**config.mk**
```make
export PLATFORM = sky130hd
export DESIGN_NAME = hsev_ctrl
export DESIGN_NICKNAME = d
export VERILOG_FILES = /design/src/hw/rtl/hsev_pkg.sv /design/src/hw/rtl/hsev_ctrl.sv
export SDC_FILE = /design/constraint.sdc
export NUM_CORES = 1
export LEC_CHECK = 0
export BUFFER_PORTS_ARGS = -buffer_cell sky130_fd_sc_hd__buf_2
export CAP_MARGIN = 25
export CORE_MARGIN = 3
export CORE_UTILIZATION = 47
export DETAILED_ROUTE_END_ITERATION = 10
export PLACE_DENSITY = 0.74
export SYNTH_ARGS = -nofsm -noshare
export SYNTH_HDL_FRONTEND = slang
export SYNTH_SLANG_ARGS = --single-unit
```
**constraint.sdc**
```tcl
create_clock -name clock -period 1.7 [get_ports clock]
set_clock_uncertainty 0.05 [all_clocks]
set_input_delay 0.085 -clock clock [delete_from_list [all_inputs] [get_ports clock]]
set_output_delay 0.085 -clock clock [all_outputs]
set_load 0.05 [all_outputs]
```
**src/hw/rtl/hsev_pkg.sv**
```systemverilog
// ----------------------------------------------------------------------------
// hsev_pkg
// Shared types, command/status structs and the multiply program of the
// Hermite spline evaluator.
// ----------------------------------------------------------------------------
package hsev_pkg;

   typedef enum logic [1:0] {
      MODE_WRITE = 2'd0,
      MODE_VALUE = 2'd1,
      MODE_DERIV = 2'd2,
      MODE_SPARE = 2'd3
   } mode_type;

   typedef enum logic [3:0] {
      S_IDLE,
      S_DECODE,
      S_WRITE,
      S_WALK,
      S_RESOLVE,
      S_FETCH0,
      S_FETCH1,
      S_FETCH2,
      S_MUL_GO,
      S_MUL_WAIT,
      S_OUT
   } state_type;

   // one entry per multiply of the basis evaluation
   typedef enum logic [4:0] {
      OP_Z,
      OP_Z2,
      OP_OMZ2,
      OP_B00,
      OP_B01,
      OP_B10,
      OP_B11,
      OP_S2,
      OP_S3,
      OP_V0,
      OP_V1,
      OP_V2,
      OP_V3,
      OP_K,
      OP_D0,
      OP_D1,
      OP_D2,
      OP_D3
   } op_type;

   localparam logic [1:0] CSR_SEGMENT_COUNT = 2'd0;
   localparam logic [1:0] CSR_CURVE_START   = 2'd1;

   localparam logic [3:0] LAST_STEP_VALUE = 4'd12;
   localparam logic [3:0] LAST_STEP_DERIV = 4'd6;

   typedef struct packed {
      logic   load;
      logic   walk_init;
      logic   walk_run;
      logic   resolve;
      logic   knot_next;
      logic   cap_lo;
      logic   cap_hi;
      logic   mem_write;
      logic   mul_start;
      op_type mul_op;
      logic   out_load;
   } cmd_type;

   typedef struct packed {
      mode_type mode;
      logic     walk_done;
      logic     mul_busy;
      logic     mul_done;
   } status_type;

   function automatic op_type op_for_step(input logic deriv, input logic [3:0] step);
      op_type op;
      op = OP_Z;
      if (deriv) begin
         case (step)
            4'd0:    op = OP_Z;
            4'd1:    op = OP_Z2;
            4'd2:    op = OP_K;
            4'd3:    op = OP_D0;
            4'd4:    op = OP_D1;
            4'd5:    op = OP_D2;
            default: op = OP_D3;
         endcase
      end else begin
         case (step)
            4'd0:    op = OP_Z;
            4'd1:    op = OP_Z2;
            4'd2:    op = OP_OMZ2;
            4'd3:    op = OP_B00;
            4'd4:    op = OP_B01;
            4'd5:    op = OP_B10;
            4'd6:    op = OP_B11;
            4'd7:    op = OP_S2;
            4'd8:    op = OP_S3;
            4'd9:    op = OP_V0;
            4'd10:   op = OP_V1;
            4'd11:   op = OP_V2;
            default: op = OP_V3;
         endcase
      end
      return op;
   endfunction

endpackage

```
**src/hw/rtl/hsev_ctrl.sv**
```systemverilog
// ----------------------------------------------------------------------------
// hsev_ctrl
// Sequencer: decodes the word, runs the walk, fetch and multiply program,
// and owns the result valid flag.
// ----------------------------------------------------------------------------
module hsev_ctrl (
   input  logic                 clock,
   input  logic                 reset,
   input  logic                 req_tvalid,
   output logic                 req_tready,
   output logic                 rsp_tvalid,
   input  logic                 rsp_tready,
   output hsev_pkg::cmd_type    cmd,
   input  hsev_pkg::status_type status
);

   hsev_pkg::state_type state_ff, state_in;
   logic [3:0]          step_ff, step_in;
   logic                rsp_valid_ff, rsp_valid_in;
   logic                deriv;
   logic [3:0]          last_step;
   logic                evaluate;

   assign deriv     = status.mode == hsev_pkg::MODE_DERIV;
   assign evaluate  = status.mode == hsev_pkg::MODE_VALUE || deriv;
   assign last_step = deriv ? hsev_pkg::LAST_STEP_DERIV : hsev_pkg::LAST_STEP_VALUE;

   // next state
   always_comb begin
      state_in = state_ff;
      step_in  = step_ff;
      case (state_ff)
         hsev_pkg::S_IDLE:   if (req_tvalid) state_in = hsev_pkg::S_DECODE;
         hsev_pkg::S_DECODE: begin
            if (status.mode == hsev_pkg::MODE_WRITE) begin
               state_in = hsev_pkg::S_WRITE;
            end else if (evaluate) begin
               state_in = hsev_pkg::S_WALK;
            end else begin
               state_in = hsev_pkg::S_OUT;
            end
         end
         hsev_pkg::S_WRITE:   state_in = hsev_pkg::S_OUT;
         hsev_pkg::S_WALK:    if (status.walk_done) state_in = hsev_pkg::S_RESOLVE;
         hsev_pkg::S_RESOLVE: state_in = hsev_pkg::S_FETCH0;
         hsev_pkg::S_FETCH0:  state_in = hsev_pkg::S_FETCH1;
         hsev_pkg::S_FETCH1:  state_in = hsev_pkg::S_FETCH2;
         hsev_pkg::S_FETCH2: begin
            step_in  = 4'd0;
            state_in = hsev_pkg::S_MUL_GO;
         end
         hsev_pkg::S_MUL_GO:  state_in = hsev_pkg::S_MUL_WAIT;
         hsev_pkg::S_MUL_WAIT: begin
            if (status.mul_done) begin
               if (step_ff == last_step) begin
                  state_in = hsev_pkg::S_OUT;
               end else begin
                  step_in  = step_ff + 4'd1;
                  state_in = hsev_pkg::S_MUL_GO;
               end
            end
         end
         hsev_pkg::S_OUT: if (!rsp_valid_ff || rsp_tready) state_in = hsev_pkg::S_IDLE;
         default: state_in = hsev_pkg::S_IDLE;
      endcase
   end

   // outputs
   always_comb begin
      cmd        = '0;
      cmd.mul_op = hsev_pkg::op_for_step(deriv, step_ff);
      req_tready = 1'b0;
      case (state_ff)
         hsev_pkg::S_IDLE: begin
            req_tready = 1'b1;
            cmd.load   = req_tvalid;
         end
         hsev_pkg::S_DECODE:   cmd.walk_init = evaluate;
         hsev_pkg::S_WRITE:    cmd.mem_write = 1'b1;
         hsev_pkg::S_WALK:     cmd.walk_run  = 1'b1;
         hsev_pkg::S_RESOLVE:  cmd.resolve   = 1'b1;
         hsev_pkg::S_FETCH1: begin
            cmd.knot_next = 1'b1;
            cmd.cap_lo    = 1'b1;
         end
         hsev_pkg::S_FETCH2:   cmd.cap_hi    = 1'b1;
         hsev_pkg::S_MUL_GO:   cmd.mul_start = 1'b1;
         hsev_pkg::S_OUT:      cmd.out_load  = !rsp_valid_ff || rsp_tready;
         default: ;
      endcase
   end

   always_comb begin
      if (cmd.out_load) begin
         rsp_valid_in = 1'b1;
      end else if (rsp_tready) begin
         rsp_valid_in = 1'b0;
      end else begin
         rsp_valid_in = rsp_valid_ff;
      end
   end

   always_ff @(posedge clock) begin
      if (reset) begin
         state_ff     <= hsev_pkg::S_IDLE;
         step_ff      <= 4'd0;
         rsp_valid_ff <= 1'b0;
      end else begin
         state_ff     <= state_in;
         step_ff      <= step_in;
         rsp_valid_ff <= rsp_valid_in;
      end
   end

   assign rsp_tvalid = rsp_valid_ff;

   a_start_idle: assert property (@(posedge clock) disable iff (reset)
      cmd.mul_start |-> !status.mul_busy)
      else $error("multiply started while the unit is busy");

   a_done_waited: assert property (@(posedge clock) disable iff (reset)
      status.mul_done |-> state_ff == hsev_pkg::S_MUL_WAIT)
      else $error("product arrived outside the wait state");

   a_no_overwrite: assert property (@(posedge clock) disable iff (reset)
      cmd.out_load |-> (!rsp_valid_ff || rsp_tready))
      else $error("result overwritten before it was taken");

   a_one_in_flight: assert property (@(posedge clock) disable iff (reset)
      cmd.load |=> !req_tready)
      else $error("second word accepted while one is in work");

endmodule
```
==> metrics, run 1 <==
status finished, violations left; failing checks setup timing; critical path class reg2reg; hold buffers post-CTS 0; Antenna Cells 0; initial drt markers 37; WHS Endpoint state_ff[1]; Final Slew Violations 0; clk sinks 13; row count 16; worst hold start reset; flops & latches, synth 13; CTS tree yes; Worst VDD drop 1.69 mV; TritonCTS Buffers 3; IO Pins 26; FMAX 561 MHz; vias in the first global route 1066; Starting Density 51.0%; Worst Reg-to-Reg Cells 5; Mapped Cells 124; mean routed wirelength per cell 17.9 um; GR Layer Usage met3 3.70%; minimum clock period 1780 ps; Root Driver clkbuf_4; R2R Setup Slk -80 ps; DP Worst Slack -87.8 ps; dominant synthesized flop cell dfxtp_1; Netlist cell types 46; Nets 183; critical path launch point type flop; Final setup viols 10; number of fill cells 107; Setup crit end kind flop; Post-synth EDFFs 0; FF-to-FF Start state_ff[3]; Min-Delay Path Depth 2; cell area after synthesis 0.00102 mm2; drt first pass iters 4; Power Dens Cells 1320 mW/mm2; placed inst area 0.00129 mm2; RSZ-0062 raised after global routing true; Net Count, Synth 139; die area 0.00277 mm2; global-route wire length before repair 4840 um; syn avg cell area 8.23 um2; cell area after layout 0.00170 mm2; DRT antenna net count 0; Leak 0.667 nW; post-synthesis async set-or-reset flop share 0%; Critical Path RT 1810 ps; Tcrit/Tclk final 105%; CP Max Fanout 5; Clock H-tree levels 1; final hold viol count 0; Worst Hold Class in2reg; grt ovf 0; pin count of the biggest net entering global routing 14; worst-margin pin slew 328 ps; drt drc 0; Routed WL 3480 um; core area 0.00200 mm2; met2 usage 44.2%; largest buffer count on any clock path 2; die width 52.6 um; Seq/Total Area, Yosys 25.5%; Slew HR 77.8%; met1 usage 27.4%; Tot GR Track Use 23.9%; DR vias/cell 5.87; Setup WS post-layout -83.5 ps; max_cap viols 0; Top Usage Layer GRT met2; IO Port Bufs 24; latest clock arrival within the worst-skew pair 290 ps; clk slew on worst S/H paths 80 ps; total number of yosys warnings 0; Area Overhead vs Synth 66.3%; Die Ht 52.6 um; GPL Wtd Cong 0.877; layout cell share with drive strength beyond 1 60.5%; Detailed Place HPWL 2040 um; via count 1138; Worst Path Arrival 1900 ps; antenna violations before repair 0
## kinds of logic (layout without fill, tap and decap cells)
group,count (synthesis),after routing,share of synthesized area [%]
and+or+nand+nor,47,47,26.1
AOI/OAI and AO/OA,34,34,27.6
buffers and inverters,20,63,9.19
DFF,13,13,25.5
adders and majority gates,6,6,7.35
xor gates and xnor gates,2,2,1.72
muxes,2,2,2.57
## critical path, cell delays in order, from the launching register on
cell      delay (ps)
dfxtp_2          360
buf_4            120
and4b_2          280
o31a_4           380
a221oi_4         340
a211oi_2         130
## stage by stage
stage | TNS, ps | instances | hold slack (ps) | util (%) | total power, mW
after global placement | 0 | 182 | 372 | 64.5 | 1.51
after CTS | -243 | 192 | 90.6 | 73.6 | 1.87
final | -418 | 194 | 101 | 84.8 | 2.24
after detailed placement | -87.8 | 182 | 384 | 64.5 | 1.54
after global routing | -1510 | 194 | 112 | 84.8 | 2.37
after floorplan | -402 | 124 | 107 | - | 1.25
## placed cells by master (no fill, tap or decap), types with 4 or more instances in the layout
cell and n:
buf_2 9, a21oi_1 7, inv_1 7, clkbuf_4 4
ha_4 4, buf_6 13, nor2_1 9, buf_4 23
dfxtp_1 7
## synthesized netlist by cell type (2+ instances only)
cell	count	share of area (%)
nand2_1	4	1.5
nor4_1	2	1.2
ha_1	6	7.4
buf_2	6	2.9
nor3_1	5	2.5
and3b_1	2	1.7
nor4b_1	2	1.7
nand2b_1	4	2.5
dfxtp_1	13	25
nand3_1	3	1.5
nor2_1	15	5.5
or2_1	3	1.8
o21ai_0	4	2.0
a21oi_1	9	4.4
buf_4	3	2.2
inv_1	10	3.7
a211oi_1	4	2.9
## layer usage
metal,wire length [um],up-vias,share of wire [%]
met2,1920,30,55
met5,0,-,0
li1,-,536,-
met3,123,8,3.5
met4,77,0,2.2
met1,1360,564,39
## repair_timing
item | 4_1_cts | 5_1_grt
pin swaps | 6 | 13
gates resized for setup | 36 | 57
setup endpoints to repair | 10 | 21
setup buffers | 6 | 2
## power by group
| group | internal, mW | switching, mW | total (mW) |
|---|---|---|---|
| clock network | 0.0913 | 0.109 | 0.200 |
| logic | 0.705 | 0.904 | 1.61 |
| registers | 0.363 | 0.0639 | 0.427 |
| total | 1.16 | 1.08 | 2.24 |
## worst max-delay path by stage
stage                start  endpoint  depth (start not counted)
2_1_floorplan  state_ff[2]   cmd[14]                          4
3_3_place_gp     status[3]      flop                          8
3_5_place_dp     status[3]      flop                          8
4_1_cts         step_ff[1]    cmd[1]                          7
5_1_grt         step_ff[1]    cmd[1]                          8
6_report       state_ff[3]      flop                          5
## area by class of cell
type	count	area, um2	share of cell area (%)
sequential	13	275	16.2
timing repair buffer	49	417	24.5
clock buffer	4	26.3	1.55
inverter	10	45.0	2.65
tap	27	33.8	1.99
multi-input combinational	91	901	53.1
(Power assumes the default switching activity.)
==> inputs of run 2 (changes only) <==
TNS_END_PERCENT = 30   (was not set)
==> run 2 against run 1 <==
  * The run still ends with setup timing left
  * Die area stayed put
  * Register-to-register slack better by 40 ps
  * Cell count is 3.6% lower
  * Combinational power is 17% lower
  * Utilization is 12 points lower
  * Count of clock-buffer cells in the layout stayed put
  * Non-clock buffer count is 7 lower
  * Sequential power is 2% lower
  * Critical path depth is 1 higher
  * Sequential cell count stayed put
  * Highest routed layer unchanged
==> metrics, run 2 (synthesis gave the netlist of run 1 again) <==
minimum clock period 1750 ps; Int Pwr 1.02 mW; global-route wire length before repair 4170 um; Worst Reg-to-Reg Cells 7; Clk pwr share 9.5%; drt drc 0; Non-Filler Instances 187; layout cell share with drive strength beyond 1 48.8%; final hold viol count 0; grt ovf 0; Sw Ratio 47.3%; number of fill cells 150; Final setup viols 4; sw power 915 uW; Slew HR 75.5%; cells along the critical path buf_4 > or2_4 > buf_6 > nor3_4 > and2_4 > buf_8; placed inst area 0.00126 mm2; worst setup path end cmd[14]; Worst Setup SP state_ff[2]; TritonCTS Buffers 3; Antenna Cells 0; Area Overhead vs Synth 42.8%; GPL Wtd Cong 0.866; DRT antenna net count 0; via count 1041; Worst Path Arrival 1620 ps; Max stage delay on crit path 370 ps; Clock H-tree levels 1; most frequent cells in the layout buf_4, buf_2, nor2_1, a21oi_1; Comb pwr share 68.7%; DR vias/cell 5.57; RSZ-0062 raised after global routing true; power share of the sequential group 21.7%; die width 52.6 um; Worst VDD drop 1.03 mV; DP Worst Slack -50.4 ps; vias in the first global route 961; Final Slew Violations 0; hold buffers post-CTS 0; row count 16; CTS tree yes; critical path launch point type flop; Buffers & Inverters on Critical Path 3; mean routed wirelength per cell 14.1 um; FF-to-FF Start state_ff[2]; Nets 176; Tot GR Track Use 20.0%; Tcrit/Tclk final 103%; Worst Hold Class in2reg; status finished, violations left; slowest stage cell, crit path dfxtp_4; Setup WS post-layout -52.8 ps; initial drt markers 26; max_cap viols 0; cell count after placement 181; antenna violations before repair 0; Detailed Place HPWL 1960 um; worst-margin pin slew 367 ps; Crit path max-delay family simple AND/OR/NAND/NOR gates; critical path class reg2out; cell area after layout 0.00146 mm2; clk sinks 13; pin count of the biggest net entering global routing 14; Root Driver clkbuf_4; IO Pins 26; core area 0.00200 mm2; Setup crit end kind output port; Leak 0.601 nW; IO Port Bufs 24; FMAX 571 MHz; clk slew on worst S/H paths 80 ps; failing checks setup timing; latest clock arrival within the worst-skew pair 270 ps; R2R Setup Slk -40 ps; drt first pass iters 4; Routed WL 2640 um; Die Ht 52.6 um; die area 0.00277 mm2; Power Dens Cells 1330 mW/mm2; largest buffer count on any clock path 2; PnR Total Power 1.93 mW; Critical Path RT 1560 ps; Starting Density 51.0%; Crit path depth 6; commonest non-fill, non-tap cell in the layout buf_4; setup TNS -144 ps; CP Max Fanout 6
## run 2: cell types whose count changed in the layout (fill, tap and decap cells not counted), sizes merged
cell / change
buf: -6
clkbuf: -1
## run 2: worst min-delay path by stage
stage               startpoint  cells past startpoint  slack, ps     endpoint
CTS                 rsp_tready                      3         70   rsp_tvalid
global placement    rsp_tready                      3        360   rsp_tvalid
detailed placement  rsp_tready                      3        370   rsp_tvalid
floorplan                reset                      1        110         flop
global route             reset                      2        110  state_ff[1]
finish              rsp_tready                      3         90   rsp_tvalid
## run 2: worst reg2reg max path: stages, from the launching register on
cell and delay [ps]:
dfxtp_4 370, buf_6 120, nor4bb_2 250, o21a_2 210
o31ai_4 90, buf_6 130, a221oi_4 270, a211oi_1 120
## run 2: area by class of cell
type	count	area, um2	area share (%)
Multi-Input combinational cell	91	773	53.0
Timing Repair Buffer	42	308	21.1
Sequential cell	13	274	18.8
Inverter	10	42.5	2.92
Tap cell	27	33.8	2.32
Clock buffer	4	26.3	1.80
## run 2: per-stage QoR
stage,util (%),hold WS [ps]
finish,72.8,92.2
global route,72.8,106
CTS,69.4,73.7
detailed placement,62.9,370
global placement,62.9,355
floorplan,-,107
## run 2: per-layer routing
layer | up-vias | global-route usage [%] | routed length, um | share of wire (%)
met2 | 26 | 37.6 | 1450 | 55
met4 | 0 | 2.98 | 15 | 0.57
met3 | 4 | 5.41 | 135 | 5.1
met5 | - | 0 | 0 | 0
met1 | 486 | 22.5 | 1040 | 39
li1 | 525 | - | - | -
## run 2: power by group through the flow
stage / Sequential, mW / Clock, mW / Combinational (mW)
detailed placement: 0.419 / 0 / 1.11
finish: 0.420 / 0.184 / 1.33
global placement: 0.418 / 0 / 1.09
CTS: 0.415 / 0.188 / 1.25
global route: 0.427 / 0.206 / 1.42
floorplan: 0.409 / 0 / 0.821
## run 2: what timing repair did
item | in CTS | in global routing
setup endpoints to repair | 11 | 17
buffers inserted | 2 | 0
resized for setup | 31 | 18
pin swaps | 6 | 3
==> inputs of run 3 (changes only) <==
CTS_CLUSTER_DIAMETER = 30   (was not set)
REMOVE_ABC_BUFFERS = 1   (was not set)
==> run 3 against run 2 <==
  * The flow still finishes with violations (setup timing)
  * Via count up 9.0%
  * Clock power grew 10%
  * Power up 5.6%
  * Hold slack worse by 22 ps
  * Utilization up 3.3 points
  * Critical path depth up 1
  * Count of clock-buffer cells in the layout unchanged
==> metrics, run 3 (synthesis gave the netlist of run 1 again) <==
die area 0.00277 mm2; Final Slew Violations 0; CP Max Fanout 5; most frequent cells in the layout buf_4, buf_2, nor2_1; Routed WL 3240 um; critical path class reg2out; initial drt markers 46; final hold viol count 0; Die Ht 52.6 um; Max stage delay on crit path 420 ps; IO Pins 26; RSZ-0062 raised after global routing true; drt first pass iters 4; row count 16; antenna violations before repair 0; Worst VDD drop 1.37 mV; critical path launch point type flop; Min-Delay Path Depth 3; FMAX 555 MHz; Setup crit end kind output port; Starting Density 51.0%; GPL Wtd Cong 0.870; setup TNS -352 ps; vias in the first global route 1041; clk sinks 13; via count 1135; commonest non-fill, non-tap cell in the layout buf_4; mean routed wirelength per cell 16.9 um; pin count of the biggest net entering global routing 14; Area Overhead vs Synth 49.3%; layout cell share with drive strength beyond 1 50.6%; Antenna Cells 0; Tot GR Track Use 23.0%; Leak 0.632 nW; Clock H-tree levels 1; Slew HR 66.7%; Nets 180; hold buffers post-CTS 0; Final setup viols 7; drt drc 0; global-route wire length before repair 4700 um; grt ovf 0; Tcrit/Tclk final 106%; Setup WS post-layout -102 ps; Power Dens Cells 1340 mW/mm2; Worst Path Arrival 1670 ps; TritonCTS Buffers 3; max_cap viols 0; slowest stage cell, crit path dfxtp_4; DP Worst Slack -26.7 ps; DRT antenna net count 0; CTS tree yes; DR vias/cell 5.94; worst-margin pin slew 494 ps; failing checks setup timing; minimum clock period 1800 ps; die width 52.6 um; Root Driver clkbuf_4; clk slew on worst S/H paths 80 ps; core area 0.00200 mm2; Detailed Place HPWL 1960 um; largest buffer count on any clock path 2; latest clock arrival within the worst-skew pair 290 ps; IO Port Bufs 24; Worst Reg-to-Reg Cells 7; status finished, violations left; Critical Path RT 1560 ps; cells along the critical path inv_6 > ha_4 > nor4_2 > a31oi_1 > nor2_1 > a21oi_1 > buf_4; Worst Hold Class in2reg
[run 3: final timing paths]
check,to,from,slack [ps]
worst max-delay path,cmd[1],step_ff[0],-100
worst min-delay path,rsp_tvalid,rsp_tready,70
worst max register to register,flop,state_ff[3],-80
worst min register to register,rsp_tvalid,rsp_tvalid,500
[run 3: per-stage QoR]
| step | utilization (%) | hold WS (ps) | instance area (um2) | power, mW | instances |
|---|---|---|---|---|---|
| final | 76.1 | 69.8 | 1520 | 2.04 | 191 |
| after global routing | 76.1 | 87.0 | 1520 | 2.14 | 191 |
| after CTS | 72.6 | 56.3 | 1450 | 1.89 | 190 |
| after detailed placement | 61.5 | 364 | 1230 | 1.48 | 180 |
| after global placement | 61.5 | 361 | 1230 | 1.45 | 180 |
| after floorplan | - | 104 | 965 | 1.16 | 114 |
[run 3: what timing repair did]
item | CTS | global route
endpoints found under the hold margin | 0 | 0
pin swaps | 7 | 7
gates resized for setup | 43 | 15
setup buffers | 6 | 1
setup endpoints to repair | 12 | 19
[run 3: power by group]
part	leakage, nW	internal [mW]	switching [mW]
combinational	0.508	0.582	0.817
sequential	0.109	0.368	0.0706
clock	0.0150	0.0915	0.111
[run 3: area by class of cell]
class                   count  area (um2)
inverters                  10        45.0
flip-flops and latches     13         278
well taps                  27        33.8
fillers                   127         478
repair buffers             46         343
multi-input cells          91         798
clock buffers               4        26.3
[run 3: metal layers]
metal	part of all wire, %	wire [um]	global-route usage (%)	vias up
li1	-	-	-	528
met1	40	1280	28.1	548
met2	51	1640	39.9	50
met3	6.7	217	4.27	9
met4	2.8	91	8.09	0
met5	0	0	0	-
[run 3: worst max-delay path, delay by kind of cell, from the launching register on]
family,cells,cell delay (ps)
adder cells (fa/ha/maj),1,160
AND/OR/NAND/NOR,2,400
flip-flops,1,420
buffers and inverters,2,250
AO/OA/AOI/OAI,2,160
